## config.mk

```make
export PLATFORM = sky130hd
export DESIGN_NAME = matrix3x3_add_sub_mul
export DESIGN_NICKNAME = d
export VERILOG_FILES = /design/src/hw/rtl/mx3_pkg.sv /design/src/hw/rtl/mx3_front.sv /design/src/hw/rtl/mx3_jobq.sv /design/src/hw/rtl/mx3_back.sv /design/src/hw/rtl/matrix3x3_add_sub_mul.sv
export SDC_FILE = /design/constraint.sdc
export NUM_CORES = 2
export LEC_CHECK = 0
export BUFFER_PORTS_ARGS = -buffer_cell sky130_fd_sc_hd__buf_2
export CORE_ASPECT_RATIO = 0.6
export CORE_MARGIN = 1.5
export CORE_UTILIZATION = 58
export CTS_CLUSTER_SIZE = 25
export DETAILED_ROUTE_END_ITERATION = 12
export GPL_ROUTABILITY_DRIVEN = 0
export HOLD_SLACK_MARGIN = 0.1
export PLACE_DENSITY = 0.74
export SLEW_MARGIN = 0
export SYNTH_ARGS = -nofsm -noshare
export SYNTH_HDL_FRONTEND = slang
export SYNTH_SLANG_ARGS = --single-unit
export TNS_END_PERCENT = 30
```

## constraint.sdc

```tcl
create_clock -name aclk -period 7.74 [get_ports aclk]
set_clock_uncertainty 0.1 [all_clocks]
set_input_delay 0.774 -clock aclk [delete_from_list [all_inputs] [get_ports aclk]]
set_output_delay 0.774 -clock aclk [all_outputs]
set_load 0.02 [all_outputs]
```

## src/hw/rtl/mx3_pkg.sv

```systemverilog
// Shared constants, operation codes and the job type of the 3x3 matrix add/subtract/multiply block.
package mx3_pkg;

    localparam int DIM_DEFAULT        = 3;
    localparam int ELEM_WIDTH_DEFAULT = 16;
    localparam int OUT_WIDTH          = 33;
    localparam int IDX_WIDTH          = 2;
    localparam int OP_WIDTH           = 2;
    localparam int M_TDATA_WIDTH      = ((OUT_WIDTH + 2 * IDX_WIDTH + 7) / 8) * 8;
    localparam int JOBQ_DEPTH         = 2;

    localparam logic [OP_WIDTH-1:0] OP_ADD     = 2'd0;
    localparam logic [OP_WIDTH-1:0] OP_SUB     = 2'd1;
    localparam logic [OP_WIDTH-1:0] OP_MUL     = 2'd2;
    // Code three multiplies as well.
    localparam logic [OP_WIDTH-1:0] OP_MUL_ALT = 2'd3;

    typedef struct packed {
        logic [OP_WIDTH-1:0] op;
        logic                bank;
    } job_t;

endpackage

```

## src/hw/rtl/mx3_front.sv

```systemverilog
// Front end: accepts elements, writes them into the matrix banks and posts a job per full run.
module mx3_front
    import mx3_pkg::*;
#(
    parameter int DIM        = DIM_DEFAULT,
    parameter int ELEM_WIDTH = ELEM_WIDTH_DEFAULT
) (
    input  logic                                  aclk,
    input  logic                                  aresetn,
    input  logic                                  s_tvalid,
    output logic                                  s_tready,
    input  logic [((ELEM_WIDTH + 7) / 8) * 8-1:0] s_tdata,
    input  logic                                  cfg_valid,
    output logic                                  cfg_ready,
    input  logic [OP_WIDTH-1:0]                   cfg_data,
    input  logic                                  q_full,
    output logic                                  push_valid,
    output job_t                                  push_job,
    output logic                                  wr_en_a,
    output logic                                  wr_en_b,
    output logic [$clog2(2 * DIM * DIM)-1:0]      wr_addr,
    output logic [ELEM_WIDTH-1:0]                 wr_data
);

    localparam int CELLS = DIM * DIM;
    localparam int CW    = $clog2(CELLS);
    localparam int AW    = $clog2(2 * CELLS);

    logic [CW-1:0]       idx_reg, idx_next;
    logic                half_reg, half_next;
    logic                bank_reg, bank_next;
    logic [OP_WIDTH-1:0] op_reg;
    logic                accept;
    logic                idx_last;

    assign s_tready  = !q_full;
    assign cfg_ready = 1'b1;
    assign accept    = s_tvalid && s_tready;
    assign idx_last  = (idx_reg == CW'(CELLS - 1));

    always_ff @(posedge aclk) begin
        if (!aresetn) begin
            op_reg <= OP_ADD;
        end else if (cfg_valid) begin
            op_reg <= cfg_data;
        end
    end

    always_ff @(posedge aclk) begin
        if (!aresetn) begin
            idx_reg  <= '0;
            half_reg <= 1'b0;
            bank_reg <= 1'b0;
        end else begin
            idx_reg  <= idx_next;
            half_reg <= half_next;
            bank_reg <= bank_next;
        end
    end

    always_comb begin
        idx_next  = idx_reg;
        half_next = half_reg;
        bank_next = bank_reg;
        if (accept) begin
            if (idx_last) begin
                idx_next  = '0;
                half_next = !half_reg;
                // A finished second matrix hands its bank over to the back end.
                if (half_reg) begin
                    bank_next = !bank_reg;
                end
            end else begin
                idx_next = idx_reg + 1'b1;
            end
        end
    end

    assign push_valid = accept && half_reg && idx_last;
    assign push_job   = '{op: op_reg, bank: bank_reg};

    assign wr_en_a = accept && !half_reg;
    assign wr_en_b = accept && half_reg;
    assign wr_addr = (bank_reg ? AW'(CELLS) : AW'(0)) + AW'(idx_reg);
    assign wr_data = s_tdata[ELEM_WIDTH-1:0];

endmodule

```

## src/hw/rtl/mx3_jobq.sv

```systemverilog
// Two-entry job queue between the front end and the compute back end.
module mx3_jobq
    import mx3_pkg::*;
(
    input  logic aclk,
    input  logic aresetn,
    input  logic push_valid,
    input  job_t push_job,
    output logic full,
    input  logic pop,
    output logic head_valid,
    output job_t head_job
);

    localparam int PTRW = $clog2(JOBQ_DEPTH);
    localparam int CNTW = $clog2(JOBQ_DEPTH + 1);

    job_t            entry_reg [JOBQ_DEPTH];
    logic [PTRW-1:0] wr_ptr_reg, rd_ptr_reg;
    logic [CNTW-1:0] count_reg, count_next;

    assign full       = (count_reg == CNTW'(JOBQ_DEPTH));
    assign head_valid = (count_reg != '0);
    assign head_job   = entry_reg[rd_ptr_reg];

    always_ff @(posedge aclk) begin
        if (push_valid) begin
            entry_reg[wr_ptr_reg] <= push_job;
        end
    end

    always_comb begin
        count_next = count_reg;
        if (push_valid && !pop) begin
            count_next = count_reg + 1'b1;
        end else if (pop && !push_valid) begin
            count_next = count_reg - 1'b1;
        end
    end

    always_ff @(posedge aclk) begin
        if (!aresetn) begin
            wr_ptr_reg <= '0;
            rd_ptr_reg <= '0;
            count_reg  <= '0;
        end else begin
            count_reg <= count_next;
            if (push_valid) begin
                wr_ptr_reg <= wr_ptr_reg + 1'b1;
            end
            if (pop) begin
                rd_ptr_reg <= rd_ptr_reg + 1'b1;
            end
        end
    end

    a_count_bound: assert property (@(posedge aclk) disable iff (!aresetn)
        count_reg <= CNTW'(JOBQ_DEPTH))
        else $error("job queue holds more jobs than it has entries");

    a_pop_nonempty: assert property (@(posedge aclk) disable iff (!aresetn)
        pop |-> head_valid)
        else $error("job popped from an empty queue");

    a_push_not_full: assert property (@(posedge aclk) disable iff (!aresetn)
        push_valid |-> !full)
        else $error("job pushed into a full queue");

endmodule

```

## src/hw/rtl/mx3_back.sv

```systemverilog
// Back end: matrix banks, term issue counters, multiply/add pipeline, accumulator and output register.
module mx3_back
    import mx3_pkg::*;
#(
    parameter int DIM        = DIM_DEFAULT,
    parameter int ELEM_WIDTH = ELEM_WIDTH_DEFAULT
) (
    input  logic                             aclk,
    input  logic                             aresetn,
    input  logic                             wr_en_a,
    input  logic                             wr_en_b,
    input  logic [$clog2(2 * DIM * DIM)-1:0] wr_addr,
    input  logic [ELEM_WIDTH-1:0]            wr_data,
    input  logic                             head_valid,
    input  job_t                             head_job,
    output logic                             pop,
    output logic                             m_tvalid,
    input  logic                             m_tready,
    output logic [M_TDATA_WIDTH-1:0]         m_tdata,
    output logic                             m_tlast
);

    localparam int CELLS = DIM * DIM;
    localparam int CW    = $clog2(CELLS);
    localparam int AW    = $clog2(2 * CELLS);
    localparam int KW    = $clog2(DIM);
    localparam int PW    = (2 * ELEM_WIDTH > OUT_WIDTH) ? 2 * ELEM_WIDTH : OUT_WIDTH;

    logic [ELEM_WIDTH-1:0] mem_a [2 * CELLS];
    logic [ELEM_WIDTH-1:0] mem_b [2 * CELLS];

    // Issue counters
    logic [KW-1:0] r_reg, r_next, c_reg, c_next, k_reg, k_next;
    logic [CW-1:0] row_base_reg, row_base_next, k_row_reg, k_row_next;
    logic          adv, issue, is_mul, last_k, last_c, last_r;
    logic [AW-1:0] bank_base, a_addr, b_addr;

    // Read stage
    logic                  s1_valid_reg, s1_first_reg, s1_last_reg, s1_end_reg;
    logic [OP_WIDTH-1:0]   s1_op_reg;
    logic [IDX_WIDTH-1:0]  s1_row_reg, s1_col_reg;
    logic [ELEM_WIDTH-1:0] a_rd_reg, b_rd_reg;

    // Term stage
    logic                  s2_valid_reg, s2_first_reg, s2_last_reg, s2_end_reg;
    logic [IDX_WIDTH-1:0]  s2_row_reg, s2_col_reg;
    logic [OUT_WIDTH-1:0]  s2_term_reg, term_next;

    logic signed [ELEM_WIDTH-1:0]   a_s, b_s;
    logic signed [2*ELEM_WIDTH-1:0] prod;
    logic signed [PW-1:0]           prod_w, sum_w, diff_w;

    // Accumulate and output
    logic [OUT_WIDTH-1:0] acc_reg, acc_sum;
    logic [OUT_WIDTH-1:0] out_value_reg;
    logic [IDX_WIDTH-1:0] out_row_reg, out_col_reg;
    logic                 out_valid_reg, out_last_reg;

    // The whole pipeline holds while a result waits in the output register.
    assign adv = !out_valid_reg || m_tready;

    always_ff @(posedge aclk) begin
        if (wr_en_a) begin
            mem_a[wr_addr] <= wr_data;
        end
        if (wr_en_b) begin
            mem_b[wr_addr] <= wr_data;
        end
    end

    assign is_mul = (head_job.op == OP_MUL) || (head_job.op == OP_MUL_ALT);
    assign last_k = !is_mul || (k_reg == KW'(DIM - 1));
    assign last_c = (c_reg == KW'(DIM - 1));
    assign last_r = (r_reg == KW'(DIM - 1));
    assign issue  = adv && head_valid;
    // The bank is released once its last read is issued.
    assign pop    = issue && last_k && last_c && last_r;

    assign bank_base = head_job.bank ? AW'(CELLS) : AW'(0);
    assign a_addr    = bank_base + AW'(row_base_reg) + AW'(is_mul ? k_reg : c_reg);
    assign b_addr    = is_mul ? bank_base + AW'(k_row_reg) + AW'(c_reg) : a_addr;

    always_comb begin
        r_next        = r_reg;
        c_next        = c_reg;
        k_next        = k_reg;
        row_base_next = row_base_reg;
        k_row_next    = k_row_reg;
        if (issue) begin
            if (last_k) begin
                k_next     = '0;
                k_row_next = '0;
                if (last_c) begin
                    c_next = '0;
                    if (last_r) begin
                        r_next        = '0;
                        row_base_next = '0;
                    end else begin
                        r_next        = r_reg + 1'b1;
                        row_base_next = row_base_reg + CW'(DIM);
                    end
                end else begin
                    c_next = c_reg + 1'b1;
                end
            end else begin
                k_next     = k_reg + 1'b1;
                k_row_next = k_row_reg + CW'(DIM);
            end
        end
    end

    always_ff @(posedge aclk) begin
        if (!aresetn) begin
            r_reg        <= '0;
            c_reg        <= '0;
            k_reg        <= '0;
            row_base_reg <= '0;
            k_row_reg    <= '0;
        end else begin
            r_reg        <= r_next;
            c_reg        <= c_next;
            k_reg        <= k_next;
            row_base_reg <= row_base_next;
            k_row_reg    <= k_row_next;
        end
    end

    always_ff @(posedge aclk) begin
        if (!aresetn) begin
            s1_valid_reg <= 1'b0;
        end else if (adv) begin
            s1_valid_reg <= head_valid;
        end
    end

    always_ff @(posedge aclk) begin
        if (issue) begin
            a_rd_reg     <= mem_a[a_addr];
            b_rd_reg     <= mem_b[b_addr];
            s1_op_reg    <= head_job.op;
            s1_first_reg <= (k_reg == '0);
            s1_last_reg  <= last_k;
            s1_end_reg   <= last_k && last_c && last_r;
            s1_row_reg   <= IDX_WIDTH'(r_reg);
            s1_col_reg   <= IDX_WIDTH'(c_reg);
        end
    end

    assign a_s    = a_rd_reg;
    assign b_s    = b_rd_reg;
    assign prod   = a_s * b_s;
    assign prod_w = PW'(prod);
    assign sum_w  = PW'(a_s) + PW'(b_s);
    assign diff_w = PW'(a_s) - PW'(b_s);

    always_comb begin
        case (s1_op_reg)
            OP_ADD:  term_next = sum_w[OUT_WIDTH-1:0];
            OP_SUB:  term_next = diff_w[OUT_WIDTH-1:0];
            default: term_next = prod_w[OUT_WIDTH-1:0];
        endcase
    end

    always_ff @(posedge aclk) begin
        if (!aresetn) begin
            s2_valid_reg <= 1'b0;
        end else if (adv) begin
            s2_valid_reg <= s1_valid_reg;
        end
    end

    always_ff @(posedge aclk) begin
        if (adv && s1_valid_reg) begin
            s2_term_reg  <= term_next;
            s2_first_reg <= s1_first_reg;
            s2_last_reg  <= s1_last_reg;
            s2_end_reg   <= s1_end_reg;
            s2_row_reg   <= s1_row_reg;
            s2_col_reg   <= s1_col_reg;
        end
    end

    // Sums wrap at the output width, which matches the reduction of the exact result.
    assign acc_sum = s2_first_reg ? s2_term_reg : acc_reg + s2_term_reg;

    always_ff @(posedge aclk) begin
        if (adv && s2_valid_reg) begin
            if (s2_last_reg) begin
                out_value_reg <= acc_sum;
                out_row_reg   <= s2_row_reg;
                out_col_reg   <= s2_col_reg;
                out_last_reg  <= s2_end_reg;
            end else begin
                acc_reg <= acc_sum;
            end
        end
    end

    always_ff @(posedge aclk) begin
        if (!aresetn) begin
            out_valid_reg <= 1'b0;
        end else if (adv) begin
            out_valid_reg <= s2_valid_reg && s2_last_reg;
        end
    end

    assign m_tvalid = out_valid_reg;
    assign m_tlast  = out_last_reg;
    assign m_tdata  = M_TDATA_WIDTH'({out_col_reg, out_row_reg, out_value_reg});

    a_last_is_corner: assert property (@(posedge aclk) disable iff (!aresetn)
        out_valid_reg && out_last_reg |->
            out_row_reg == IDX_WIDTH'(DIM - 1) && out_col_reg == IDX_WIDTH'(DIM - 1))
        else $error("final result item is not the bottom right element");

    a_counters_restart: assert property (@(posedge aclk) disable iff (!aresetn)
        pop |=> r_reg == '0 && c_reg == '0 && k_reg == '0)
        else $error("issue counters did not restart after a job");

endmodule

```

## src/hw/rtl/matrix3x3_add_sub_mul.sv

```systemverilog
// Top level of the streaming 3x3 matrix add / subtract / multiply block.
// Elements load at one item per cycle; the input stalls only while two full runs wait in the
// job queue. With the back end idle, a finished run's first result passes the read stage, term
// stage and output register. Add and subtract then give one item per cycle while m_tready
// is high; multiply gives one item per DIM terms, which all share the single multiplier.
// Synchronous reset (aresetn low) clears counters, queue and operation.
module matrix3x3_add_sub_mul
    import mx3_pkg::*;
#(
    parameter int DIM        = DIM_DEFAULT,
    parameter int ELEM_WIDTH = ELEM_WIDTH_DEFAULT
) (
    input  logic                                  aclk,
    input  logic                                  aresetn,
    input  logic                                  s_tvalid,
    output logic                                  s_tready,
    // s_tdata: element_value
    input  logic [((ELEM_WIDTH + 7) / 8) * 8-1:0] s_tdata,
    output logic                                  m_tvalid,
    input  logic                                  m_tready,
    // m_tdata: result_value, result_row, result_col, zero fill
    output logic [M_TDATA_WIDTH-1:0]              m_tdata,
    output logic                                  m_tlast,
    input  logic                                  cfg_valid,
    output logic                                  cfg_ready,
    input  logic [OP_WIDTH-1:0]                   cfg_data
);

    localparam int AW = $clog2(2 * DIM * DIM);

    logic                  q_full, push_valid, pop, head_valid;
    job_t                  push_job, head_job;
    logic                  wr_en_a, wr_en_b;
    logic [AW-1:0]         wr_addr;
    logic [ELEM_WIDTH-1:0] wr_data;

    mx3_front #(
        .DIM        (DIM),
        .ELEM_WIDTH (ELEM_WIDTH)
    ) u_front (
        .aclk       (aclk),
        .aresetn    (aresetn),
        .s_tvalid   (s_tvalid),
        .s_tready   (s_tready),
        .s_tdata    (s_tdata),
        .cfg_valid  (cfg_valid),
        .cfg_ready  (cfg_ready),
        .cfg_data   (cfg_data),
        .q_full     (q_full),
        .push_valid (push_valid),
        .push_job   (push_job),
        .wr_en_a    (wr_en_a),
        .wr_en_b    (wr_en_b),
        .wr_addr    (wr_addr),
        .wr_data    (wr_data)
    );

    mx3_jobq u_jobq (
        .aclk       (aclk),
        .aresetn    (aresetn),
        .push_valid (push_valid),
        .push_job   (push_job),
        .full       (q_full),
        .pop        (pop),
        .head_valid (head_valid),
        .head_job   (head_job)
    );

    mx3_back #(
        .DIM        (DIM),
        .ELEM_WIDTH (ELEM_WIDTH)
    ) u_back (
        .aclk       (aclk),
        .aresetn    (aresetn),
        .wr_en_a    (wr_en_a),
        .wr_en_b    (wr_en_b),
        .wr_addr    (wr_addr),
        .wr_data    (wr_data),
        .head_valid (head_valid),
        .head_job   (head_job),
        .pop        (pop),
        .m_tvalid   (m_tvalid),
        .m_tready   (m_tready),
        .m_tdata    (m_tdata),
        .m_tlast    (m_tlast)
    );

endmodule

```

==> results.toml <==
[outcome]
run_status = "complete, no violations"

[logic_synthesis]
ys_seq_area_share_pct = 54.0
synthArstFlopShare_pct = 0
synth_seq_cells = 763
ys.flop_type = "edfxtp_1"
netlist_area_mm2 = 0.0419
syn_area_per_cell_um2 = 14.1
synth.distinct_cells = 73
netlist_instances = 2965
synth-edff-count = 733
yosysWarnings = 0

[global_route]
grtUsageTotal_pct = 27.5
grt_pass1_vias = 25400
antenna_found_initial = 0
grt_overflow = 0
grt_pass1_wl_um = 151000
grt_max_degree = 81

[power]
power_density_mw_per_mm2 = 176
power_mw = 8.07
p_clk_share_pct = 42.5
power_frac_seq_pct = 56.1
vdd_drop_max_mv = 0.172
switching_share_pct = 20.6
leakage_nw = 17.4
power.internal_mw = 6.41
comb_power_share_pct = 1.4
netSwitchingPower_mw = 1.66

[worst_setup_path]
arrival_ns = 7.62
reg2reg_slack_ns = 0.39
worstSetupPathType = "register to register"
r2r_end = "u_back.s2_term_reg[31]"
end_kind = "register"
ff2ff_path_depth = 22
cp_max_fo = 17
rr_startpoint = "u_back.a_rd_reg[6]"
start_kind = "register"
cp.required_ns = 8.01

[sta]
max_freq_ghz = 0.136
rsz0062_at_grt = "no"
finalSetupViolations = 0
hold_viol = 0
timing.final.crit_share_pct = 95.0
slew_headroom_pct = 12.5
fin_crit_ns = 7.35
finalMaxSlewViolations = 0
tightest_slew_ns = 1.31
setup_tns_ns = 0

[job]
cap_viol_max_count = 0

[routing]
routed_via_density = 6.06
ant_nets = 0
num_vias = 24800
wl_um = 97700
wl_per_cell_um = 23.9
drc = 0
firstDrtPassIters = 6
drt-initial-drc-count = 2802

[place]
dp.final_hpwl_um = 66800
portBuffers = 62

[min_path]
min_path_cells = 3
worstHoldPathType = "primary input to register"
hp-start = "cfg_data[0]"
min_to = "u_front.op_reg[0]"

[cts]
cts-buffers-inserted = 71
clock_latency_ns = 0.64
cts.sinks = 763
ctsResizeCount = 0
post_cts_buffers = 0
ctsHoldBuffers = 0
cts_max_level = 3
cts-root-buf = "clkbuf_16"
clk_pin_slew_ns = 0.07
cts_tree = "done"
clk_path_buf_depth = 3

[final_layout]
drive_gt1_share_pct = 13.9
final_nets = 3512
top_regs = "u_back.mem_a: 288 flops, u_back.mem_b: 288 flops"
areaGrowthSynthToFinish_pct = 9.49

[die]
initial_core_util_pct = 58.5
die_w_um = 350
ioPinCount = 67
die_area_mm2 = 0.0739
rows = 76
core_area_mm2 = 0.0716
die_y_um = 211
-- worst max-delay path by stage --
stage	from	endpoint	slack [ns]	cells past startpoint
3_3_place_gp	u_back.a_rd_reg[6]	u_back.s2_term_reg[31]	0.75	22
2_1_floorplan	u_back.b_rd_reg[1]	u_back.s2_term_reg[31]	1.13	22
3_5_place_dp	u_back.a_rd_reg[6]	u_back.s2_term_reg[31]	0.57	22
4_1_cts	u_back.a_rd_reg[6]	u_back.s2_term_reg[31]	0.54	22
5_1_grt	u_back.a_rd_reg[6]	u_back.s2_term_reg[31]	0.20	22
6_report	u_back.a_rd_reg[6]	u_back.s2_term_reg[31]	0.39	22
-- cell type report --
class / count / area, um^2
fillers: 5122 / 25700
flip-flops and latches: 763 / 22600
multi-input cells: 1739 / 17600
clock buffers: 88 / 1880
inverters: 353 / 1330
well taps: 975 / 1220
repair buffers: 131 / 853
clock inverters: 43 / 378
diodes: 1 / 2.50
-- Yosys cell counts (all sizes together), types with 7 or more instances --
cell / instances / share of area, %
nand2b: 16 / 0.24
nor3: 25 / 0.30
buf: 24 / 0.29
mux4: 144 / 7.7
xor2: 23 / 0.48
a21oi: 103 / 1.2
a31o: 7 / 0.15
edfxtp: 733 / 53
o21bai: 12 / 0.22
o21a: 24 / 0.43
and2: 107 / 1.6
mux2: 22 / 0.59
ha: 161 / 4.8
o21ai: 104 / 1.2
nor2b: 26 / 0.41
a211oi: 28 / 0.51
o211ai: 8 / 0.14
xnor2: 62 / 1.3
nor2: 151 / 1.4
fa: 269 / 13
nand2: 231 / 2.1
a21o: 36 / 0.65
or3: 11 / 0.16
clkbuf: 88 / 0.79
inv: 352 / 3.2
dfxtp: 30 / 1.4
nand3: 18 / 0.22
mux2i: 58 / 1.4
-- cell families after synthesis --
group / share of synthesized area [%]
AOI/OAI and AO/OA: 5.62
xor gates and xnor gates: 1.78
adders and majority gates: 17.7
buffers and inverters: 4.24
DFF: 54.0
muxes: 9.72
other: 0.0179
and+or+nand+nor: 6.96
-- per-stage QoR --
| step | setup slack [ns] | hold WS (ns) | instance area [um^2] | util [%] | instances |
|---|---|---|---|---|---|
| after detailed placement | 0.572 | 0.305 | 43600 | 60.9 | 3961 |
| after floorplan | 1.13 | 0.300 | 41900 | - | 2967 |
| after CTS | 0.542 | 0.265 | 45900 | 64.0 | 4092 |
| after global routing | 0.199 | 0.290 | 45900 | 64.0 | 4092 |
| after global placement | 0.751 | 0.303 | 43600 | 60.9 | 3961 |
| final | 0.390 | 0.300 | 45900 | 64.0 | 4093 |
-- cell usage in the layout (no fill, tap or decap), types with 16 or more instances in the layout --
cell type    n
edfxtp_1   733
nor2b_1     25
xor2_1      23
a211oi_1    27
nand2_1    231
buf_4       67
inv_1      351
nor3_1      25
mux2_2      22
and2_1     106
fa_1       267
nand2b_1    16
ha_1       161
xnor2_1     60
a21o_1      36
mux4_2     144
a21oi_1    100
nand3_1     18
nor2_1     150
buf_2       62
o21ai_0    101
clkbuf_16   73
mux2i_1     57
o21a_1      24
dfxtp_1     30
-- power by group through the flow --
stage	registers, mW	clock network, mW	logic [mW]
2_1_floorplan	4.62	0	0.0350
3_3_place_gp	4.62	0	0.102
3_5_place_dp	4.62	0	0.109
4_1_cts	4.53	3.48	0.109
5_1_grt	4.53	3.64	0.118
6_report	4.53	3.43	0.110
-- metal layers --
metal / wire, um / up-vias / track usage [%]
li1: - / 10700 / -
met1: 43200 / 12600 / 42.5
met2: 41700 / 1320 / 39.2
met3: 10800 / 169 / 7.26
met4: 1950 / 0 / 6.61
met5: 0 / - / 0
-- worst max-delay path, cell delays in order, from the launching register on --
cell and delay (ns):
edfxtp_1 0.87, ha_1 0.42, fa_1 0.45, inv_1 0.07, fa_1 0.43, fa_1 0.52, inv_1 0.07, fa_1 0.49
fa_1 0.49, inv_1 0.05, fa_1 0.48, inv_1 0.04, ha_1 0.33, a21oi_1 0.37, nor4_1 0.11, a211o_1 0.29
a31o_2 0.24, o21bai_1 0.26, a31oi_1 0.17, a311o_1 0.39, a21oi_1 0.20, xnor2_1 0.15, o21bai_1 0.08
Note: power is estimated with default switching activity, not from simulation.
